[src/dcs_pkg.sv]
// ----------------------------------------------------------------------------
// DMA channel scheduler package
// Shared constants, codes and request structures.
// ----------------------------------------------------------------------------
`default_nettype none
package dcs_pkg;
  localparam int NumChannels = 4;
  localparam int FifoDepth   = 8;
  localparam int ChW         = 4;
  localparam int PtrW        = 3;
  localparam int FillW       = 4;
  localparam int SlotW       = 5;
  localparam int InW         = 112;
  localparam int OutW        = 272;

  localparam logic [2:0] ActSubmit = 3'd0;
  localparam logic [2:0] ActTick   = 3'd1;
  localparam logic [2:0] ActCancel = 3'd2;
  localparam logic [2:0] ActStat   = 3'd3;
  localparam logic [2:0] ActState  = 3'd4;

  localparam logic [2:0] KindAck    = 3'd0;
  localparam logic [2:0] KindDone   = 3'd1;
  localparam logic [2:0] KindCncl   = 3'd2;
  localparam logic [2:0] KindQuiet  = 3'd3;
  localparam logic [2:0] KindCAck   = 3'd4;
  localparam logic [2:0] KindStat   = 3'd5;
  localparam logic [2:0] KindState  = 3'd6;

  localparam logic [1:0] RegRate  = 2'd0;
  localparam logic [1:0] RegLimit = 2'd1;
  localparam logic [1:0] RegChans = 2'd2;

  typedef struct packed {
    logic [2:0]  action;
    logic [31:0] xfer_size;
    logic [31:0] xfer_count;
    logic        src_is_host;
    logic        dst_is_host;
    logic [31:0] target_id;
    logic [3:0]  stat_select;
    logic [3:0]  channel_pick;
  } req_t;

  typedef struct packed {
    logic [2:0]  kind;
    logic        ok;
    logic [31:0] xfer_id;
    logic [3:0]  chan;
    logic [63:0] done_cycle;
    logic [63:0] latency;
    logic [31:0] bytes;
    logic [63:0] stat_value;
    logic [1:0]  chan_status;
    logic        last;
  } rsp_t;
endpackage
`default_nettype wire

[src/dcs_req_fifo.sv]
// ----------------------------------------------------------------------------
// DMA channel scheduler request queue
// Front end: registers requests, drops unknown actions, two-entry queue.
// ----------------------------------------------------------------------------
`default_nettype none
module dcs_req_fifo (
  input  wire             clk_i,
  input  wire             rst_ni,
  input  wire             in_valid_i,
  output logic            in_ready_o,
  input  dcs_pkg::req_t   in_req_i,
  output logic            out_valid_o,
  input  wire             out_ready_i,
  output dcs_pkg::req_t   out_req_o
);
  import dcs_pkg::*;
  req_t       mem_q [2];
  logic       wp_q, rp_q;
  logic [1:0] cnt_q;
  logic       push, pop, known;

  assign known       = (in_req_i.action <= ActState);
  assign in_ready_o  = (cnt_q != 2'd2);
  assign out_valid_o = (cnt_q != 2'd0);
  assign out_req_o   = mem_q[rp_q];
  assign push        = in_valid_i && in_ready_o && known;
  assign pop         = out_valid_o && out_ready_i;

  always_ff @(posedge clk_i) begin
    if (push) begin
      mem_q[wp_q] <= in_req_i;
    end
  end

  always_ff @(posedge clk_i or negedge rst_ni) begin
    if (!rst_ni) begin
      wp_q  <= 1'b0;
      rp_q  <= 1'b0;
      cnt_q <= 2'd0;
    end else begin
      if (push) wp_q <= ~wp_q;
      if (pop)  rp_q <= ~rp_q;
      cnt_q <= cnt_q + {1'b0, push} - {1'b0, pop};
    end
  end
endmodule
`default_nettype wire

[config.mk]
export PLATFORM = sky130hd
export DESIGN_NAME = dcs_req_fifo
export DESIGN_NICKNAME = d
export VERILOG_FILES = /design/src/dcs_pkg.sv /design/src/dcs_req_fifo.sv
export SDC_FILE = /design/constraint.sdc
export NUM_CORES = 1
export LEC_CHECK = 0
export ABC_AREA = 1
export BUFFER_PORTS_ARGS = -buffer_cell sky130_fd_sc_hd__buf_2
export CAP_MARGIN = 20
export CORE_MARGIN = 8
export CORE_UTILIZATION = 40
export CTS_CLUSTER_SIZE = 14
export DETAILED_ROUTE_END_ITERATION = 8
export PLACE_DENSITY = 0.65
export SYNTH_ARGS = -nofsm -noshare
export SYNTH_HDL_FRONTEND = slang
export SYNTH_SLANG_ARGS = --single-unit
[constraint.sdc]
create_clock -name clk_i -period 6.2 [get_ports clk_i]
set_input_delay 0.31 -clock clk_i [delete_from_list [all_inputs] [get_ports clk_i]]
set_output_delay 0.31 -clock clk_i [all_outputs]
set_load 0.05 [all_outputs]
==> results of run 1 <==
flip-flops by register name, summed over array words and instances, names as in the netlist:
| signal | count |
|---|---|
| rp_q | 1 |
| wp_q | 1 |
| cnt_q | 2 |
| mem_q | 218 |
cell type report:
cell class                 count  area [µm²]
clock inverter                 6        52.6
timing repair buffer         280        1670
inverter                      10        42.5
tap                          270         338
sequential                   222        6650
fill                        1674        9480
multi-input combinational    344        1330
clock buffer                  30         602
worst paths after layout:
| path | to | cells past startpoint |
|---|---|---|
| max | out_req_o[69] | 5 |
| max reg2reg | mem_q[0][53]$_DFFE_PP_ | 4 |
| min reg2reg | wp_q$_DFFE_PN0P_ | 2 |
| min in group asynchronous | cnt_q[0]$_DFF_PN0_ | 2 |
| min | mem_q[0][104]$_DFFE_PP_ | 1 |
| max in group asynchronous | rp_q$_DFFE_PN0P_ | 2 |
logic make-up after synthesis:
group,synth area share
AO/OA/AOI/OAI,0.00122
XOR/XNOR,0.00214
adder cells (fa/ha/maj),0.00306
buffers and inverters,0.0245
flip-flops,0.814
AND/OR/NAND/NOR,0.155
repair_timing:
| action | 4_1_cts | 5_1_grt |
|---|---|---|
| hold buffers | 50 | 2 |
| setup buffers | 0 | 0 |
| endpoints found under the hold margin | 101 | 3 |
through the flow:
| stage | hold slack, ps | cells | total power (W) | area, µm² | utilization |
|---|---|---|---|---|---|
| 3_5_place_dp | 126 | 1074 | 0.00449 | 9510 | 0.472 |
| 2_1_floorplan | 14.4 | 600 | 0.00394 | 8170 | - |
| 6_report | 15.9 | 1162 | 0.00566 | 10700 | 0.530 |
| 3_3_place_gp | 125 | 1074 | 0.00447 | 9510 | 0.472 |
| 5_1_grt | 0.326 | 1162 | 0.00594 | 10700 | 0.530 |
| 4_1_cts | 0.669 | 1160 | 0.00573 | 10700 | 0.529 |
worst max-delay path, stage by stage, from the launching register on:
cell	delay (ps)
dfrtp_4	720
inv_4	500
buf_4	630
nand2_1	140
nand2_1	90
buf_2	260
layer usage:
metal	GRT usage	wire [µm]
met2	0.228	8460
met5	0	8
met1	0.172	7610
met4	0.0326	280
met3	0.0396	1370
cell usage in the layout, fill, tap and decap left out, types with 2 or more instances in the layout:
master         count
dfrtp_1            3
edfxtp_1         218
inv_4              2
clkbuf_1           7
dlygate4sd3_1     52
buf_4              5
ha_1               2
inv_1              8
clkinv_1           4
buf_2            223
nand2_1          336
clkbuf_16         23
power by group:
part | internal, W | leakage, nW | switching (W)
clock | 0.000715 | 0.312 | 0.000499
sequential | 0.00192 | 2.05 | 0.000110
combinational | 0.000462 | 2.20 | 0.00196
==> reports/results.tsv, run 1 <==
stage	metric	value	unit
clock_network	clock latency on the worst-skew pair	490	ps
sta	fin crit share	0.517	
worst_hold_path	Hold Path Class	in2reg	
logic_synthesis	top post-synthesis cells by count	336 x nand2_1, 218 x edfxtp_1, 12 x buf_4, 10 x buf_2, 10 x inv_1	
clock_network	Max Buffers Root-to-Sink	3	
global_routing	GR Overflow Total	0	
critical_path	WP data required	5890	ps
critical_path	classification of the worst setup path	reg2out	
routing	WL/cell	15.3	µm
sta	number of hold-slack violations in the final timing report	0	
global_routing	first-pass GRT wire length	28.0	mm
die	standard-cell row count	52	
logic_synthesis	share of synthesized flip-flops with an asynchronous set or reset	0.0180	
pwr	peak ir drop on the vdd network	0.355	mV
global_routing	via count of the first global-routing pass	5300	
sta	Worst Clk Skew	9.16	ps
logic_synthesis	area share of the largest cell type after synthesis	0.801	
cells_and_area	layout overhead on the synthesized area	30.8	%
global_routing	antenna violations before repair	1	
die	overall die height	159	µm
pwr	power density over the cells	530	nW/µm²
placed_design	half-perimeter wire length after placement	11.4	mm
clock_network	Inserted Clock Buffers	22	
logic_synthesis	average size of a mapped cell	13.6	µm²
die	placeable core region	20200	µm²
die	Starting Density	0.405	
critical_path	startpoint type of the worst setup path	register	
routing	remaining antenna violation count	0	
sta	final number of setup-violating endpoints	0	
logic_synthesis	number of distinct library cells after synthesis	14	
sta	shortest period the worst path allows	3210	ps
cells_and_area	proportion of layout cells with a drive suffix above 1	0.288	
routing	Starting DRT DRC Count	276	
clock_network	Worst-path clk slew	60	ps
sta	worst slew pin tran	939	ps
critical_path	launch point of the worst path	rp_q$_DFFE_PN0P_	
logic_synthesis	Synth Instances	600	
clock_network	# clock sinks	222	
sta	final setup margin	2990	ps
critical_path	highest net fanout along the worst path	60	
logic_synthesis	share of synthesized area occupied by flip-flops and latches	0.814	
logic_synthesis	Syn Std Cell Area	8170	µm²
die	I/O pin total	224	
critical_path	setup slack of the worst register-to-register path	3670	ps
outcome	outcome	finished clean	
sta	RSZ-0062 raised after global routing	no	
pwr	reported leakage power	4.56	nW
logic_synthesis	number of warning messages in the yosys log	0	
clock_network	clk root buf	clkbuf_16	
clock_network	H-tree levels	1	
sta	Total Negative Setup Slacks	0	ps
clock_network	TritonCTS clock tree	done	
routing	sum of routed wire length over all layers	17.7	mm
placed_design	weighted congestion reported at the end of routability-driven placement	0.735	
critical_path	source of the worst register-to-register timing path	cnt_q[1]$_DFF_PN0_	
sta	Fmax	312	MHz
logic_synthesis	most instantiated flip-flop cell in the synthesis netlist	edfxtp_1	
die	DIE AREA	25300	µm²
logic_synthesis	post-synth top area cell	edfxtp_1	
global_routing	total global routing track utilization	0.136	
cells_and_area	Layout Nets	995	
routing	first-pass detailed-route iteration total	4	
logic_synthesis	register bit total from synthesis	222	
logic_synthesis	EDFF count, synth	218	
routing	count of vias placed by the detailed router	5160	
logic_synthesis	most common cell in the netlist	nand2_1	
logic_synthesis	Synth Net Count	715	
worst_hold_path	launch instance of the worst min-delay path	in_req_i[104]	
flow_run	count of maximum capacitance violations	0	
placed_design	Placement Setup Slack	3410	ps
clock_network	CTS resizes	0	
logic_synthesis	leading post-synthesis cells by cell area	edfxtp_1 80%, nand2_1 15%, dfrtp_1 1.2%, buf_4 1.1%, buf_2 0.61%	
sta	number of pins exceeding their max-slew limit in the final report	0	
die	Chip Width	159	µm
cells_and_area	final antenna diode count	0	
global_routing	largest net degree at the start of global routing	71	
routing	Residual DRC	0	
placed_design	total of buffers placed on input and output ports	223	
routing	vias per cell	4.44	
critical_path	arrival time of the worst setup path	2900	ps
sta	relative max-transition margin	0.374	
critical_path	capturing element type of the critical path	output pin	
(Power assumes the default switching activity.)
==> run 2: changes to the inputs <==
--- a/config.mk
+++ b/config.mk
@@ -5,14 +5,14 @@
 export SDC_FILE = /design/constraint.sdc
 export NUM_CORES = 1
 export LEC_CHECK = 0
-export ABC_AREA = 1
+export ABC_AREA = 0
 export BUFFER_PORTS_ARGS = -buffer_cell sky130_fd_sc_hd__buf_2
 export CAP_MARGIN = 20
 export CORE_MARGIN = 8
 export CORE_UTILIZATION = 40
 export CTS_CLUSTER_SIZE = 14
 export DETAILED_ROUTE_END_ITERATION = 8
-export PLACE_DENSITY = 0.65
+export PLACE_DENSITY = 0.63
 export SYNTH_ARGS = -nofsm -noshare
 export SYNTH_HDL_FRONTEND = slang
 export SYNTH_SLANG_ARGS = --single-unit
==> constraint.sdc (replaced) <==
create_clock -name clk_i -period 3.1 [get_ports clk_i]
set_input_delay 0.155 -clock clk_i [delete_from_list [all_inputs] [get_ports clk_i]]
set_output_delay 0.155 -clock clk_i [all_outputs]
set_load 0.05 [all_outputs]
==> reports/results.tsv, run 2 <==
stage	metric	value	unit	change
die	overall die height	158	µm	-0.33%
routing	first-pass detailed-route iteration total	6		+2
sta	RSZ-0062 raised after global routing	no		
sta	final number of setup-violating endpoints	0		unchanged
clock_network	Inserted Clock Buffers	24		+9.1%
clock_network	clock latency on the worst-skew pair	490	ps	about the same
sta	number of pins exceeding their max-slew limit in the final report	0		unchanged
routing	vias per cell	4.57		+2.9%
critical_path	setup slack of the worst register-to-register path	1110	ps	-2560 ps
logic_synthesis	Syn Std Cell Area	8110	µm²	-0.74%
critical_path	worst r2r path cells	4		unchanged
routing	highest signal layer in the routed design	met4		
logic_synthesis	share of synthesized flip-flops with an asynchronous set or reset	0.0180		unchanged
clock_network	clk root buf	clkbuf_16		
routing	remaining antenna violation count	0		unchanged
sta	worst slew pin tran	596	ps	-343 ps
sta	fin crit share	0.798		
critical_path	arrival time of the worst setup path	2320	ps	-580 ps
clock_network	# clock sinks	222		unchanged
critical_path	WP data required	2940	ps	-2950 ps
cells_and_area	Layout Nets	833		-16%
routing	sum of routed wire length over all layers	17.9	mm	+0.92%
logic_synthesis	number of distinct library cells after synthesis	15		+1
critical_path	highest net fanout along the worst path	42		-30%
pwr	reported leakage power	4.29	nW	-6.0%
logic_synthesis	average size of a mapped cell	22.7	µm²	+66%
sta	number of hold-slack violations in the final timing report	0		unchanged
pwr	power density over the cells	952	nW/µm²	+80%
critical_path	FF-to-FF End	mem_q[0][53]$_DFFE_PP_		
cells_and_area	Reg with most FFs	mem_q		
routing	count of vias placed by the detailed router	4585		-11%
global_routing	largest net degree at the start of global routing	67		-5.6%
clock_network	TritonCTS clock tree	done		
critical_path	startpoint type of the worst setup path	register		
global_routing	GR Overflow Total	0		unchanged
clock_network	Max Buffers Root-to-Sink	3		unchanged
clock_network	H-tree levels	1		unchanged
die	standard-cell row count	52		unchanged
cells_and_area	proportion of layout cells with a drive suffix above 1	0.515		+0.227
worst_hold_path	Hold Path Class	in2reg		
global_routing	total global routing track utilization	0.138		+0.00206
logic_synthesis	register bit total from synthesis	222		unchanged
global_routing	antenna violations before repair	1		unchanged
critical_path	endpoint of the worst setup timing path	out_req_o[25]		
die	Starting Density	0.405		about the same
logic_synthesis	leading post-synthesis cells by cell area	edfxtp_1 81%, mux2_2 15%, buf_6 1.5%, dfrtp_1 1.2%, xnor2_1 0.32%		
logic_synthesis	Synth Instances	358		-40%
logic_synthesis	Synth Net Count	473		-34%
die	Chip Width	158	µm	-0.33%
critical_path	capturing element type of the critical path	output pin		
clock_network	Worst-path clk slew	60	ps	about the same
logic_synthesis	EDFF count, synth	218		unchanged
sta	Total Negative Setup Slacks	0	ps	unchanged
routing	Residual DRC	0		unchanged
die	placeable core region	20000	µm²	-0.65%
flow_run	count of maximum capacitance violations	0		unchanged
sta	shortest period the worst path allows	2470	ps	
cells_and_area	registers with the most flip-flops	mem_q: 218 flops, cnt_q: 2 flops		
die	DIE AREA	25100	µm²	-0.67%
die	I/O pin total	224		unchanged
cells_and_area	layout overhead on the synthesized area	41.1	%	
pwr	peak ir drop on the vdd network	0.553	mV	+56%
cells_and_area	top library cells by usage in the layout, fill and taps aside	223 x buf_2, 218 x edfxtp_1, 112 x dlygate4sd3_1		
logic_synthesis	most instantiated flip-flop cell in the synthesis netlist	edfxtp_1		
logic_synthesis	most common cell in the netlist	edfxtp_1		
global_routing	via count of the first global-routing pass	5190		-2.1%
placed_design	weighted congestion reported at the end of routability-driven placement	0.750		+2.0%
routing	detailed route wirelength on metal2	8.88	mm	+5.0%
routing	routed length on met3	1.60	mm	+17%
logic_synthesis	number of warning messages in the yosys log	0		unchanged
placed_design	total of buffers placed on input and output ports	223		unchanged
logic_synthesis	post-synth top area cell	edfxtp_1		
critical_path	source of the worst register-to-register timing path	cnt_q[1]$_DFF_PN0_		
logic_synthesis	top post-synthesis cells by count	218 x edfxtp_1, 109 x mux2_2, 11 x buf_6, 4 x dfrtp_1, 3 x xnor2_1		
cells_and_area	Post-Route Utilization	0.571		+0.0408
outcome	outcome	finished clean		
logic_synthesis	share of synthesized area occupied by flip-flops and latches	0.820		+0.00603
sta	Worst Clk Skew	8.19	ps	-0.968 ps
cells_and_area	max reg flops	218		unchanged
sta	Fmax	404	MHz	
critical_path	launch point of the worst path	rp_q$_DFFE_PN0P_		
global_routing	first-pass GRT wire length	27.2	mm	-2.8%
worst_hold_path	number of cells traversed by the worst hold path	3		+2
cells_and_area	most common cell after layout, fill and taps aside	buf_2		
placed_design	half-perimeter wire length after placement	11.4	mm	-0.17%
routing	Starting DRT DRC Count	165		-40%
sta	relative max-transition margin	0.602		+0.228
logic_synthesis	area share of the largest cell type after synthesis	0.807		+0.00593
routing	total routed wire length on the met1 layer	6.94	mm	-8.8%
routing	WL/cell	17.8	µm	+17%
critical_path	classification of the worst setup path	reg2out		
[run 2: layout make-up]
type	count	area, µm²
Antenna cell	1	2.50
Clock buffer	32	652
Fill cell	1561	8600
Clock inverter	8	62.6
Multi-Input combinational cell	122	1340
Timing Repair Buffer	346	2380
Inverter	2	7.51
Tap cell	270	338
Sequential cell	222	6650
[run 2: report_power, final]
group | switching, W | internal, W | total (W)
sequential | 0.000214 | 0.00384 | 0.00405
combinational | 0.00298 | 0.00127 | 0.00425
clock | 0.00105 | 0.00154 | 0.00259
total | 0.00424 | 0.00665 | 0.0109
[run 2: metal layers]
| metal | vias up | GRT usage |
|---|---|---|
| li1 | 2146 | - |
| met1 | 2206 | 0.157 |
| met2 | 194 | 0.246 |
| met3 | 39 | 0.0394 |
| met4 | 0 | 0.0476 |
| met5 | - | 0 |
[run 2: through the flow]
step	setup slack [ps]	instances	hold WS (ps)	instance area, µm²	total power (W)
floorplan	64.7	358	-141	8130	0.00739
global placement	1050	850	-37.8	9600	0.00823
CTS	588	1002	138	11400	0.0110
global route	521	1003	159	11400	0.0113
finish	627	1003	144	11400	0.0109
detailed placement	1010	850	-33.6	9600	0.00828
[run 2: worst min path at each step]
stage | start | endpoint | slack, ps
2_1_floorplan | rst_ni | cnt_q[0]$_DFF_PN0_ | -140
3_3_place_gp | rst_ni | cnt_q[1]$_DFF_PN0_ | -40
3_5_place_dp | rst_ni | cnt_q[0]$_DFF_PN0_ | -30
4_1_cts | in_valid_i | wp_q$_DFFE_PN0P_ | 140
5_1_grt | in_valid_i | wp_q$_DFFE_PN0P_ | 160
6_report | in_valid_i | wp_q$_DFFE_PN0P_ | 140
[run 2: worst max-delay path: stages (launching register included)]
cell and delay (ps):
dfrtp_4 810, buf_4 400, mux2_2 380, buf_2 220
[run 2: kinds of logic (layout without fill, tap and decap cells)]
family,after synthesis,count (layout),share of synthesized area
AO/OA/AOI/OAI,1,1,0.000617
buffers and inverters,14,388,0.0168
other,0,1,0
AND/OR/NAND/NOR,6,6,0.00417
flip-flops,222,222,0.820
multiplexers,109,109,0.151
adder cells (fa/ha/maj),2,2,0.00309
XOR/XNOR,4,4,0.00432
[run 2: what timing repair did]
action,4_1_cts,5_1_grt
hold buffers,112,0
setup endpoints to repair,0,0
setup buffers,0,0
gates resized for setup,0,0
endpoints found under the hold margin,223,0
==> run 3: changes to the inputs <==
==> constraint.sdc (replaced) <==
create_clock -name clk_i -period 2.4 [get_ports clk_i]
set_input_delay 0.12 -clock clk_i [delete_from_list [all_inputs] [get_ports clk_i]]
set_output_delay 0.12 -clock clk_i [all_outputs]
set_load 0.05 [all_outputs]
==> reports/results.tsv, run 3 (synthesized netlist as in run 2, its figures left out) <==
stage	metric	value	unit	change
cells_and_area	top library cells by usage in the layout, fill and taps aside	223 x buf_2, 218 x edfxtp_1, 113 x dlygate4sd3_1		
clock_network	TritonCTS clock tree	done		
cells_and_area	Layout Cell Area excl Fill	11400	µm²	-0.13%
cells_and_area	max reg flops	218		unchanged
clock_network	CTS resizes	0		unchanged
cells_and_area	layout overhead on the synthesized area	40.9	%	
sta	RSZ-0062 raised after global routing	no		
global_routing	largest net degree at the start of global routing	65		-3.0%
clock_network	Inserted Clock Buffers	24		unchanged
sta	final number of setup-violating endpoints	0		unchanged
outcome	outcome	finished clean		
cells_and_area	proportion of layout cells with a drive suffix above 1	0.514		-0.00137
die	overall die height	158	µm	unchanged
clock_network	Worst-path clk slew	60	ps	about the same
sta	worst slew pin tran	622	ps	+26.5 ps
cells_and_area	Reg with most FFs	mem_q		
clock_network	Max Buffers Root-to-Sink	3		unchanged
sta	number of hold-slack violations in the final timing report	0		unchanged
die	Starting Density	0.405		unchanged
pwr	peak ir drop on the vdd network	0.799	mV	+45%
pwr	portion of total power attributed to sequential cells	0.370		-0.002
placed_design	weighted congestion reported at the end of routability-driven placement	0.753		+0.32%
global_routing	total global routing track utilization	0.139		+0.000167
pwr	proportion of power drawn by the clock network	0.231		-0.007
routing	first-pass detailed-route iteration total	4		-2
worst_hold_path	Hold Path Class	in2reg		
critical_path	classification of the worst setup path	reg2out		
clock_network	clk root buf	clkbuf_16		
sta	Worst Clk Skew	13.1	ps	+4.95 ps
pwr	proportion of power drawn by combinational gates	0.398		+0.008
sta	fin crit share	0.913		
cells_and_area	most common cell after layout, fill and taps aside	buf_2		
placed_design	standard cell area after detailed placement	9600	µm²	about the same
die	Chip Width	158	µm	unchanged
placed_design	total of buffers placed on input and output ports	223		unchanged
cells_and_area	Layout Nets	831		-0.24%
cells_and_area	final antenna diode count	0		-1
pwr	power density over the cells	1230	nW/µm²	+29%
sta	Worst Hold Slack	348	ps	+204 ps
die	standard-cell row count	52		unchanged
critical_path	arrival time of the worst setup path	2070	ps	-250 ps
cells_and_area	Post-Route Utilization	0.570		-0.000749
global_routing	via count of the first global-routing pass	5239		+0.94%
global_routing	antenna violations before repair	0		-1
sta	number of pins exceeding their max-slew limit in the final report	0		unchanged
critical_path	highest net fanout along the worst path	30		-29%
pwr	fraction of power spent switching nets	0.392		+0.00245
global_routing	first-pass GRT wire length	27.4	mm	+0.71%
routing	Starting DRT DRC Count	249		+51%
clock_network	clock latency on the worst-skew pair	500	ps	about the same
pwr	net switching component of the power	0.00550	W	+30%
routing	Residual DRC	0		unchanged
sta	Fmax	456	MHz	
placed_design	half-perimeter wire length after placement	11.3	mm	-0.98%
die	DIE AREA	25100	µm²	unchanged
cells_and_area	registers with the most flip-flops	mem_q: 218 flops, cnt_q: 2 flops		
pwr	reported leakage power	4.28	nW	-0.26%
cells_and_area	multi-input gate area in the final layout	1360	µm²	+1.3%
global_routing	GR Overflow Total	0		unchanged
routing	WL/cell	18.0	µm	+0.68%
clock_network	# clock sinks	222		unchanged
clock_network	H-tree levels	1		unchanged
critical_path	startpoint type of the worst setup path	register		
routing	remaining antenna violation count	0		unchanged
cells_and_area	sequential cell area in the final layout	6650	µm²	unchanged
flow_run	count of maximum capacitance violations	0		unchanged
critical_path	WP data required	2280	ps	-660 ps
critical_path	capturing element type of the critical path	output pin		
routing	count of vias placed by the detailed router	4616		+0.68%
die	placeable core region	20000	µm²	unchanged
die	I/O pin total	224		unchanged
cells_and_area	total of fill cells in the finished design	1587		+1.7%
pwr	internal power	0.00853	W	+28%
routing	vias per cell	4.61		+0.78%
sta	relative max-transition margin	0.585		-0.0167
routing	sum of routed wire length over all layers	18.0	mm	+0.58%
sta	shortest period the worst path allows	2190	ps	
run 3: critical path: stages (launching register included):
cell and delay [ps]:
dfrtp_4 680, buf_12 260, mux2_2 380, buf_2 220
run 3: power by group through the flow:
stage          combinational (W)  sequential, W  clock (W)
2_1_floorplan            0.00441        0.00516          0
3_3_place_gp             0.00544        0.00525          0
3_5_place_dp             0.00547        0.00529          0
4_1_cts                  0.00564        0.00521    0.00336
5_1_grt                  0.00585        0.00526    0.00351
6_report                 0.00559        0.00520    0.00324
run 3: path summary, 6_finish.rpt:
path	end	slack (ps)	cells past startpoint	start
min in group asynchronous	cnt_q[1]$_DFF_PN0_	530	3	rst_ni
max in group asynchronous	rp_q$_DFFE_PN0P_	1670	3	rst_ni
max reg2reg	cnt_q[1]$_DFF_PN0_	610	7	cnt_q[1]$_DFF_PN0_
max	out_req_o[18]	210	3	rp_q$_DFFE_PN0P_
min reg2reg	cnt_q[0]$_DFF_PN0_	540	1	cnt_q[0]$_DFF_PN0_
min	mem_q[1][95]$_DFFE_PP_	350	2	in_req_i[95]
run 3: final cells by class:
class                           instances  area share
Sequential cell                       222       0.582
Timing Repair Buffer                  344       0.207
Multi-Input combinational cell        122       0.119
Clock buffer                           35      0.0581
Tap cell                              270      0.0296
Clock inverter                          7     0.00296
Inverter                                2    0.000657
run 3: layer usage:
layer | wire length (µm) | up-vias | part of all wire | global-route usage
met5 | 0 | - | 0 | 0
met1 | 7010 | 2263 | 0.39 | 0.156
met2 | 9170 | 189 | 0.51 | 0.251
li1 | - | 2142 | - | -
met3 | 1570 | 22 | 0.088 | 0.0423
met4 | 235 | 0 | 0.013 | 0.0346
run 3: repair_timing:
action	CTS	global route
endpoints found under the hold margin	224	0
buffers inserted	0	0
hold buffers	113	0
run 3: metrics by stage:
step / setup WS, ps / instances / power, W / setup TNS [ps]
floorplan: -407 / 358 / 0.00957 / -86340
global placement: 618 / 847 / 0.0107 / 0
detailed placement: 588 / 847 / 0.0108 / 0
CTS: 179 / 1002 / 0.0142 / 0
global route: 110 / 1002 / 0.0146 / 0
finish: 209 / 1002 / 0.0140 / 0
